### config.mk
export PLATFORM = sky130hd
export DESIGN_NAME = pee_divider
export DESIGN_NICKNAME = d
export VERILOG_FILES = /design/src/pee_pkg.sv /design/src/pee_divider.sv
export SDC_FILE = /design/constraint.sdc
export NUM_CORES = 1
export LEC_CHECK = 0
export BUFFER_PORTS_ARGS = -buffer_cell sky130_fd_sc_hd__buf_4
export CELL_PAD_IN_SITES_DETAIL_PLACEMENT = 0
export CELL_PAD_IN_SITES_GLOBAL_PLACEMENT = 1
export CORE_MARGIN = 3
export CORE_UTILIZATION = 50
export DETAILED_ROUTE_END_ITERATION = 10
export PLACE_DENSITY = 0.9
export SKIP_CTS_REPAIR_TIMING = 1
export SLEW_MARGIN = 15
export SYNTH_ARGS = -nofsm -noshare
export SYNTH_HDL_FRONTEND = slang
export SYNTH_SLANG_ARGS = --single-unit
export TNS_END_PERCENT = 20
### constraint.sdc
create_clock -name clk -period 29 [get_ports clk]
set_clock_uncertainty 0.1 [all_clocks]
set_input_delay 4.35 -clock clk [delete_from_list [all_inputs] [get_ports clk]]
set_output_delay 4.35 -clock clk [all_outputs]
set_load 0.02 [all_outputs]
### src/pee_pkg.sv
// shared types and constants for the prefix expression evaluator
// no dependencies
package pee_pkg;

  localparam int WORD_W        = 32;
  localparam int DIV_STEP_BITS = 4;

  typedef logic signed [WORD_W-1:0] word_t;

  typedef enum logic [2:0] {
    ACT_OPERAND = 3'd0,
    ACT_ADD     = 3'd1,
    ACT_SUB     = 3'd2,
    ACT_MUL     = 3'd3,
    ACT_DIV     = 3'd4,
    ACT_INVALID = 3'd5,
    ACT_END     = 3'd6
  } action_t;

  typedef enum logic [2:0] {
    ST_OK       = 3'd0,
    ST_EMPTY    = 3'd1,
    ST_LEFTOVER = 3'd2,
    ST_MISSING  = 3'd3,
    ST_DIVZERO  = 3'd4,
    ST_INVALID  = 3'd5,
    ST_OVERFLOW = 3'd6
  } status_t;

  localparam word_t WORD_MAX = {1'b0, {(WORD_W-1){1'b1}}};
  localparam word_t WORD_MIN = {1'b1, {(WORD_W-1){1'b0}}};

endpackage

### src/pee_divider.sv
// unsigned restoring divider, DIV_STEP_BITS quotient bits per cycle
// depends on pee_pkg
module pee_divider #(
  parameter int DIVIDEND_W = 48
) (
  input  logic                        clk,
  input  logic                        rst,
  input  logic                        start,
  input  logic [DIVIDEND_W-1:0]       dividend,
  input  logic [pee_pkg::WORD_W-1:0]  divisor,
  output logic                        done,
  output logic [DIVIDEND_W-1:0]       quotient
);
  import pee_pkg::*;

  localparam int STEPS = DIVIDEND_W / DIV_STEP_BITS;
  localparam int SW    = $clog2(STEPS + 1);

  logic                  busy;
  logic [SW-1:0]         steps_left;
  logic [DIVIDEND_W-1:0] shreg;
  logic [WORD_W-1:0]     rem;
  logic [WORD_W-1:0]     dsr;
  logic [DIVIDEND_W-1:0] shreg_next;
  logic [WORD_W-1:0]     rem_next;

  always_comb begin
    logic [WORD_W:0] trial;
    shreg_next = shreg;
    rem_next   = rem;
    for (int i = 0; i < DIV_STEP_BITS; i++) begin
      trial      = {rem_next, shreg_next[DIVIDEND_W-1]};
      shreg_next = {shreg_next[DIVIDEND_W-2:0], 1'b0};
      if (trial >= {1'b0, dsr}) begin
        trial         = trial - {1'b0, dsr};
        shreg_next[0] = 1'b1;
      end
      rem_next = trial[WORD_W-1:0];
    end
  end

  always_ff @(posedge clk) begin
    if (rst) begin
      busy       <= 1'b0;
      done       <= 1'b0;
      steps_left <= '0;
    end else begin
      done <= 1'b0;
      if (start) begin
        busy       <= 1'b1;
        steps_left <= SW'(STEPS);
      end else if (busy) begin
        steps_left <= steps_left - SW'(1);
        if (steps_left == SW'(1)) begin
          busy <= 1'b0;
          done <= 1'b1;
        end
      end
    end
  end

  always_ff @(posedge clk) begin
    if (start) begin
      shreg <= dividend;
      rem   <= '0;
      dsr   <= divisor;
    end else if (busy) begin
      shreg <= shreg_next;
      rem   <= rem_next;
    end
  end

  assign quotient = shreg;

endmodule

Word level (Yosys, flattened, before mapping)
Index checks and enable logic that the tools add are counted.
{ "totals": {"regBits": 118, "output_inout_bits": 49, "word_cells": 37} }
{ "op_classes": {"addsub": 5, "magnitude_cmp": 4, "n_eq_ne": 1, "n_mux": 16, "bitwise": 1, "reduce_logical": 3} }
{ "ops": {"columns": ["cell", "n"], "rows": [
  ["33-bit by 32-bit greater-or-equal comparator with 1-bit output", 4],
  ["32-bit 2-to-1 mux", 4],
  ["32-bit subtractor", 4],
  ["48-bit 2-to-1 mux", 2],
  ["1-bit 2-to-1 mux", 8],
  ["4-bit 2-to-1 mux", 2],
  ["4-bit by 1-bit == test with 1-bit output, second input constant", 1],
  ["4-bit by 1-bit subtractor with 4-bit output, second input constant", 1],
  ["3-bit OR reduction", 1],
  ["2-bit nonzero test", 1],
  ["2-bit OR reduction", 1],
  ["1-bit NOT", 1]
]} }

Logic depth before layout (Yosys ltp)
Gate-level depths: netlist of run 1.
{ "depth": {"ltp_word": 10, "depth_mapped": 56} }

Least setup slack after synthesis of run 1
Ideal clock, no wire load.
{ "synth_timing": {"kind": "reg-to-reg", "start": "register dsr[18]", "end": "register shreg[0], in the netlist quotient[0] (data pin)", "setup_ns": 0.260, "arrival_ns": 10.877, "required_ns": 28.640, "slack_ns": 17.763, "stages_incl_launch_ff": 52, "period_less_slack_ns": 11.237, "cell_sequence": "edfxtp_1 inv_1 ha_1 buf_2 a211o_1 a21oi_2 a311o_1 a221oi_2 a21oi_1 clkbuf_1 clkbuf_1 buf_2 nor2_1 a21oi_1 inv_1 ha_1 nand2b_1 a211oi_1 [... 16 more ...] or3_1 buf_4 nand2_4 buf_2 o221ai_1 ha_1 or2_2 a21oi_1 a31oi_1 a221oi_1 nand2_1 a211o_1 a41oi_1 or3_1 o2111ai_2 buf_6 buf_2 mux2_2"} }
{ "synth_between": {"elab_chain_len": 10} }
{ "synth_rtl": {"columns": ["item", "line_no", "rtl"], "rows": [
  ["start, declared", "pee_divider.sv:23", "logic [WORD_W-1:0] dsr;"],
  ["start signal, assigned", "pee_divider.sv:66", "dsr <= divisor;"],
  ["32-bit subtractor or 33-bit by 32-bit greater-or-equal comparator with 1-bit output (tied branches)", "pee_divider.sv:35, pee_divider.sv:34", null],
  ["32-bit 2-to-1 mux", "pee_divider.sv:34", "if (trial >= {1'b0, dsr}) begin"],
  ["32-bit subtractor or 33-bit by 32-bit greater-or-equal comparator with 1-bit output (tied branches)", "pee_divider.sv:35, pee_divider.sv:34", null],
  ["32-bit 2-to-1 mux", "pee_divider.sv:34", null],
  ["32-bit subtractor or 33-bit by 32-bit greater-or-equal comparator with 1-bit output (tied branches)", "pee_divider.sv:35, pee_divider.sv:34", null],
  ["32-bit 2-to-1 mux", "pee_divider.sv:34", null],
  ["33-bit by 32-bit greater-or-equal comparator with 1-bit output (*)", "pee_divider.sv:34", null],
  ["1-bit 2-to-1 mux (*)", "pee_divider.sv:34", null],
  ["48-bit 2-to-1 mux (*)", "pee_divider.sv:67", "end else if (busy) begin"],
  ["48-bit 2-to-1 mux (*)", "pee_divider.sv:63", "if (start) begin"],
  ["end signal, assigned", "pee_divider.sv:64", "shreg <= dividend;"],
  ["end signal, assigned", "pee_divider.sv:68", "shreg <= shreg_next;"],
  ["end, declared", "pee_divider.sv:21", "logic [DIVIDEND_W-1:0] shreg;"]
]} }
Every way passes the cells marked *; elsewhere a longest branch is shown, timed or not. The select of a mux whose other input is x is not followed.
A chain may end at the register's enable or synchronous reset.

Final worst setup path of run 1
{ "layout_timing": {"start": "register dsr[24]", "end": "register rem[0]"} }
{ "layout_between": {"elab_chain_len": 8} }
{ "layout_rtl": {"columns": ["item", "line_no", "rtl"], "rows": [
  ["32-bit subtractor or 33-bit by 32-bit greater-or-equal comparator with 1-bit output (tied branches)", "pee_divider.sv:35, pee_divider.sv:34", null],
  ["32-bit 2-to-1 mux", "pee_divider.sv:34", null],
  ["32-bit subtractor or 33-bit by 32-bit greater-or-equal comparator with 1-bit output (tied branches)", "pee_divider.sv:35, pee_divider.sv:34", null],
  ["32-bit 2-to-1 mux", "pee_divider.sv:34", null],
  ["32-bit subtractor or 33-bit by 32-bit greater-or-equal comparator with 1-bit output (tied branches)", "pee_divider.sv:35, pee_divider.sv:34", null],
  ["32-bit 2-to-1 mux", "pee_divider.sv:34", null],
  ["33-bit by 32-bit greater-or-equal comparator with 1-bit output (*)", "pee_divider.sv:34", null],
  ["32-bit 2-to-1 mux (*)", "pee_divider.sv:34", null],
  ["end signal, assigned", "pee_divider.sv:69", "rem <= rem_next;"],
  ["end, declared", "pee_divider.sv:22", "logic [WORD_W-1:0] rem;"]
]} }
Every way passes the cells marked *; elsewhere a longest branch is shown, timed or not.

==> impl_metrics.csv, run 1 <==
group,metric,value,unit
status,status,"finished clean",
finish,instances_no_fill,1881,
synthesis,synth_top_area_share,19.5,%
synthesis,ys_ff_latch,118,
global_route,antenna_found_initial,0,
detailed_routing,drcViolationCount,0,
sta,max_freq,0.0690,GHz
critical_path,r2r_slack,14.51,ns
hold_path,holdCritStartpoint,"steps_left[1]$_SDFFE_PP0P_",
sta,worstMarginPinSlew,1.11,ns
critical_path,cp_max_fo,31,
detailed_routing,routed_wl,41300,µm
critical_path,rr_endpoint,"rem[0]$_SDFFE_PP0P_",
critical_path,max_stage_delay,0.72,ns
sta,slew_headroom,26.2,%
global_route,grt_max_degree,69,
placed_design,portBuffers,131,
detailed_routing,antenna_left,0,
detailed_routing,wl_per_cell,21.9,µm
sta,final-setup-viol-count,0,
critical_path,required,29.25,ns
synthesis,ys_types,76,
detailed_routing,drt-initial-drc-count,983,
sta,maxSlewViolCount,0,
die,core_area,23900,µm²
finish,area_growth,14.4,%
die,die-area,26600,µm²
finish,nNetsFinal,1766,
clocking,cts_tree,"built",
die,fp.dieW,163,µm
clocking,clockBufferDepth,2,
synthesis,yosys_warnings,0,
sta,hold_viol_final,0,
die,fp.dieH,163,µm
clocking,insertion_delay,0.44,ns
hold_path,min_to,"steps_left[1]$_SDFFE_PP0P_",
die,placementRows,56,
synthesis,syn_area,12300,µm²
sta,finalCritPeriodShare,50.0,%
synthesis,netlist_instances,1454,
die,start_util,51.7,%
sta,layout_setup_ws,14.51,ns
placed_design,place_hpwl,31600,µm
die,io_pins,132,
clocking,cts_made_buffers,17,
clocking,cts.clk_slew.worst_paths,0.07,ns
critical_path,cp-start-kind,"flop",
sta,grt_setup_unrepaired,"false",
sta,min_period,14.49,ns
synthesis,yosysTopAreaCell,"edfxtp_1",
finish,drive_gt1_share,16.1,%
synthesis,synth_common_cells,"ha_1 (130), a21oi_1 (128), nor2_1 (116)",
critical_path,cpMostUsedCell,"ha_1",
detailed_routing,first_pass_iters,6,
global_route,grt_first_pass_wirelength,63400,µm
synthesis,synthTopCellsByArea,"edfxtp_1 (19%), ha_1 (13%), dfxtp_1 (6.2%), mux2_2 (5.4%), a21oi_1 (5.2%)",
critical_path,r2r_cells,43,
placed_design,dp_cells,1849,
critical_path,end_kind,"flop",
finish,diodes,0,
synthesis,async_reset_ff_share,0,%
sta,timing.setup.tns,0,ns
clocking,cts.sinks,118,
clocking,htreeDepth,4,
placed_design,dp_slack,14.88,ns
critical_path,critPathSlowestCell,"or3_1",
synthesis,syn_nets,1671,
clocking,clockRootBuffer,"clkbuf_16",
placed_design,gp_congestion,0.989,
global_route,grt.total_usage,30.5,%
critical_path,critPathArrivalTime,14.74,ns
synthesis,synth_most_common_cell,"ha_1",
synthesis,ys_seq_area_share,25.6,%
hold_path,hp-class,"reg2reg",
hold_path,holdPathStages,2,
synthesis,synth-edff-count,80,
critical_path,crit_type,"reg2reg",
global_route,overflow,0,
detailed_routing,vias,11900,
critical_path,worstReg2RegStart,"dsr[24]$_DFFE_PP_",
synthesis,syn_avg_cell_area,8.49,µm²
detailed_routing,avgViaCountPerCell,6.32,
global_route,grt_pass1_vias,11400,
run,maxCapViolCount,0,
synthesis,synth_ff_type,"edfxtp_1",
-- area by class of cell --
class	instances	area (µm²)
Inverter	89	334
Clock buffer	17	425
Clock inverter	15	181
Fill cell	2226	9770
Timing Repair Buffer	139	1040
Sequential cell	118	3160
Multi-Input combinational cell	1184	8580
Tap cell	319	399
-- how the worst max path moves through the flow --
stage	end	from	depth (start not counted)
after floorplan	quotient[0]$_DFFE_PP_	dsr[18]$_DFFE_PP_	51
after detailed placement	rem[0]$_SDFFE_PP0P_	dsr[1]$_DFFE_PP_	42
after global placement	rem[0]$_SDFFE_PP0P_	dsr[24]$_DFFE_PP_	44
after CTS	rem[0]$_SDFFE_PP0P_	dsr[24]$_DFFE_PP_	43
after global routing	rem[11]$_SDFFE_PP0P_	dsr[24]$_DFFE_PP_	42
final	rem[0]$_SDFFE_PP0P_	dsr[24]$_DFFE_PP_	43
-- sequential cells by signal, indices dropped and copies added (netlist names) --
signal / flops
rem: 32
done: 1
busy: 1
dsr: 32
quotient: 48
steps_left: 4
-- worst max-delay path, delay by kind of cell, from the launching register on --
kind                       cells  cell delay (ns)
DFF                            1             0.36
muxes                          2             0.73
buffers and inverters          4             1.22
adders and majority gates      4             1.42
AOI/OAI and AO/OA             20             6.64
and+or+nand+nor               13             3.85
-- per-stage QoR --
step | cell area (µm²) | hold slack, ns | util, %
2_1_floorplan | 12300 | 0.368 | -
3_3_place_gp | 13500 | 0.387 | 56.6
3_5_place_dp | 13500 | 0.401 | 56.6
4_1_cts | 14100 | 0.414 | 59.1
5_1_grt | 14100 | 0.439 | 59.1
6_report | 14100 | 0.408 | 59.1
-- placed cells by master (no fill, tap or decap), drive strengths merged, types with 26 or more instances in the layout --
cell type and n:
buf 139, xnor2 63, nor2 116, nand3 26, a21oi 129, inv 98
a211oi 32, nand2 110, dfxtp 38, ha 130, xor2 50, mux2i 31
a21o 49, nor3 35, mux2 60, o21ai 85, edfxtp 80
-- layer usage --
layer	track usage, %	wire length [µm]	up-vias
li1	-	-	5622
met1	39.8	17500	5637
met2	49.9	18700	538
met3	6.54	3570	98
met4	11.1	1530	0
met5	0	0	-
-- cell families (layout without fill, tap and decap cells) --
group	Yosys count	in the layout	synth area share (%)
buf+inv	152	260	5.06
flops	118	118	25.6
simple gates	393	393	15.1
mux	91	91	8.02
xor+xnor	113	113	8.02
compound gates	453	453	24.4
fa+ha+maj	134	134	13.8
Power of run 1 is left out: the tool's default activity adds up to more than one toggle a clock period on the data nets, which glitch-free logic cannot reach.
==> run 2: changes to the inputs <==
--- a/config.mk
+++ b/config.mk
@@ -5,13 +5,14 @@
 export SDC_FILE = /design/constraint.sdc
 export NUM_CORES = 1
 export LEC_CHECK = 0
+export ABC_AREA = 1
 export BUFFER_PORTS_ARGS = -buffer_cell sky130_fd_sc_hd__buf_4
 export CELL_PAD_IN_SITES_DETAIL_PLACEMENT = 0
 export CELL_PAD_IN_SITES_GLOBAL_PLACEMENT = 1
 export CORE_MARGIN = 3
-export CORE_UTILIZATION = 50
+export CORE_UTILIZATION = 43
 export DETAILED_ROUTE_END_ITERATION = 10
-export PLACE_DENSITY = 0.9
+export PLACE_DENSITY = 0.84
 export SKIP_CTS_REPAIR_TIMING = 1
 export SLEW_MARGIN = 15
 export SYNTH_ARGS = -nofsm -noshare
==> constraint.sdc (replaced) <==
create_clock -name clk -period 15.09 [get_ports clk]
set_clock_uncertainty 0.1 [all_clocks]
set_input_delay 2.2635 -clock clk [delete_from_list [all_inputs] [get_ports clk]]
set_output_delay 2.2635 -clock clk [all_outputs]
set_load 0.02 [all_outputs]
==> impl_metrics.csv, run 2 <==
group,metric,value,unit
synthesis,synthAdderAreaFrac,12.4,%
critical_path,cp-start-kind,"flop",
synthesis,syn_area,13800,µm²
synthesis,yosysTopAreaCell,"nand2_1",
synthesis,ys_seq_area_share,23.0,%
die,fp.dieW,185,µm
critical_path,cp_max_fo,56,
synthesis,synthXorXnorAreaFrac,6.23,%
detailed_routing,met1_length,23800,µm
synthesis,synth_most_common_cell,"nand2_1",
hold_path,hp-class,"reg2reg",
finish,most-common-layout-cells,"nand2_1 (791), inv_1 (286), nor2_1 (143), buf_4 (134)",
critical_path,cpMostUsedCell,"nand2_1",
clocking,cts_tree,"built",
synthesis,ys_types,51,
critical_path,crit_buf_inv,4,
critical_path,end_kind,"flop",
detailed_routing,vias,14900,
global_route,grt_first_pass_wirelength,82100,µm
global_route,overflow,0,
synthesis,muxShareOfSynthArea,0,%
clocking,cts.sinks,118,
critical_path,cp_top_family,"simple AND/OR/NAND/NOR gates",
die,fp.dieH,185,µm
finish,largest_register_ffs,48,
synthesis,synth_common_cells,"nand2_1 (791), inv_1 (287), nor2_1 (145)",
placed_design,place_hpwl,44300,µm
detailed_routing,first_pass_iters,5,
clocking,insertion_delay,0.44,ns
placed_design,portBuffers,131,
detailed_routing,met3_length,4880,µm
critical_path,critPathArrivalTime,12.75,ns
finish,area_growth,13.6,%
synthesis,synth_ff_type,"edfxtp_1",
sta,hold_viol_final,0,
synthesis,synth_compound_area_share,13.4,%
sta,maxSlewViolCount,0,
finish,diodes,0,
critical_path,required,15.32,ns
finish,layout_commonest_cell,"nand2_1",
global_route,grt_pass1_vias,14200,
synthesis,synth_top_family_by_area,"simple AND/OR/NAND/NOR gates",
die,placementRows,64,
detailed_routing,avgViaCountPerCell,5.50,
global_route,grt_max_degree,57,
run,maxCapViolCount,0,
synthesis,synthTopCellsByArea,"nand2_1 (22%), edfxtp_1 (17%), ha_1 (12%), inv_1 (7.8%), dfxtp_1 (5.5%)",
detailed_routing,drcViolationCount,0,
synthesis,synth_top_area_share,21.6,%
die,io_pins,132,
die,core_area,31100,µm²
synthesis,ys_ff_latch,118,
clocking,cts.clk_slew.worst_paths,0.06,ns
sta,timing.setup.tns,0,ns
detailed_routing,antenna_left,0,
detailed_routing,top_layer,"met4",
sta,min_period,12.52,ns
die,start_util,44.3,%
detailed_routing,wl_per_cell,20.1,µm
critical_path,critPathSlowestCell,"o21ai_0",
synthesis,async_reset_ff_share,0,%
status,status,"finished clean",
synthesis,synth-edff-count,80,
clocking,cts_made_buffers,17,
clocking,clockRootBuffer,"clkbuf_16",
sta,slew_headroom,28.4,%
sta,worstMarginPinSlew,1.07,ns
detailed_routing,drt-initial-drc-count,1248,
detailed_routing,routed_wl,54300,µm
critical_path,crit_type,"reg2reg",
finish,nNetsFinal,2508,
sta,grt_setup_unrepaired,"false",
sta,final-setup-viol-count,0,
clocking,htreeDepth,4,
finish,fill_cells,3203,
sta,finalCritPeriodShare,83.0,%
synthesis,syn_avg_cell_area,6.30,µm²
global_route,grt.total_usage,31.6,%
synthesis,yosys.area_share.simple,35.2,%
global_route,antenna_found_initial,0,
synthesis,yosys_warnings,0,
placed_design,gp_congestion,1.07,
critical_path,max_stage_delay,0.93,ns
die,die-area,34200,µm²
synthesis,syn_nets,2402,
finish,drive_gt1_share,9.85,%
clocking,clockBufferDepth,2,
detailed_routing,dr_wl_met2,23700,µm
synthesis,netlist_instances,2185,
sta,max_freq,0.0798,GHz
## run 2: final cells by class
class	instances	area (µm²)	share of cell area, %
Multi-Input combinational cell	1724	9270	59.2
Sequential cell	118	3160	20.2
Inverter	296	1110	7.11
Timing Repair Buffer	134	1010	6.43
Tap cell	396	495	3.17
Clock inverter	15	180	1.15
Clock buffer	17	425	2.72
## run 2: through the flow
stage	hold WS, ns	utilization (%)	std cells	cell area (µm²)	setup WS, ns
floorplan	0.340	-	2185	13800	7.17
global placement	0.355	48.4	2668	15000	2.88
detailed placement	0.364	48.4	2668	15000	2.82
CTS	0.375	50.4	2700	15700	2.75
global route	0.395	50.4	2700	15700	1.60
finish	0.378	50.4	2700	15700	2.57
## run 2: layer usage
metal | global-route usage, % | vias to the layer above
li1 | - | 7289
met1 | 43.2 | 6856
met2 | 49.6 | 618
met3 | 6.25 | 90
met4 | 11.3 | 0
met5 | 0 | -
## run 2: tightest hold or removal path, cell delays in order, from the launching register on
cell,delay [ns]
dfxtp_1,0.31
nand2_1,0.06
a31oi_1,0.06
## run 2: path summary, 6_finish.rpt
kind                              startpoint                          to  slack [ns]  depth (start not counted)
setup / recovery            dsr[6]$_DFFE_PP_        rem[26]$_SDFFE_PP0P_        2.57                         53
hold / removal    steps_left[3]$_SDFFE_PP0P_  steps_left[3]$_SDFFE_PP0P_        0.38                          2
hold reg to reg   steps_left[3]$_SDFFE_PP0P_  steps_left[3]$_SDFFE_PP0P_        0.38                          2
setup reg to reg            dsr[6]$_DFFE_PP_        rem[26]$_SDFFE_PP0P_        2.57                         53
## run 2: kinds of logic (layout without fill, tap and decap cells)
| logic type | after synthesis | count (layout) |
|---|---|---|
| and+or+nand+nor | 1165 | 1165 |
| AOI/OAI and AO/OA | 327 | 327 |
| buffers and inverters | 343 | 462 |
| adders and majority gates | 134 | 134 |
| DFF | 118 | 118 |
| xor gates and xnor gates | 98 | 98 |
Power of run 2 is left out for the same reason.
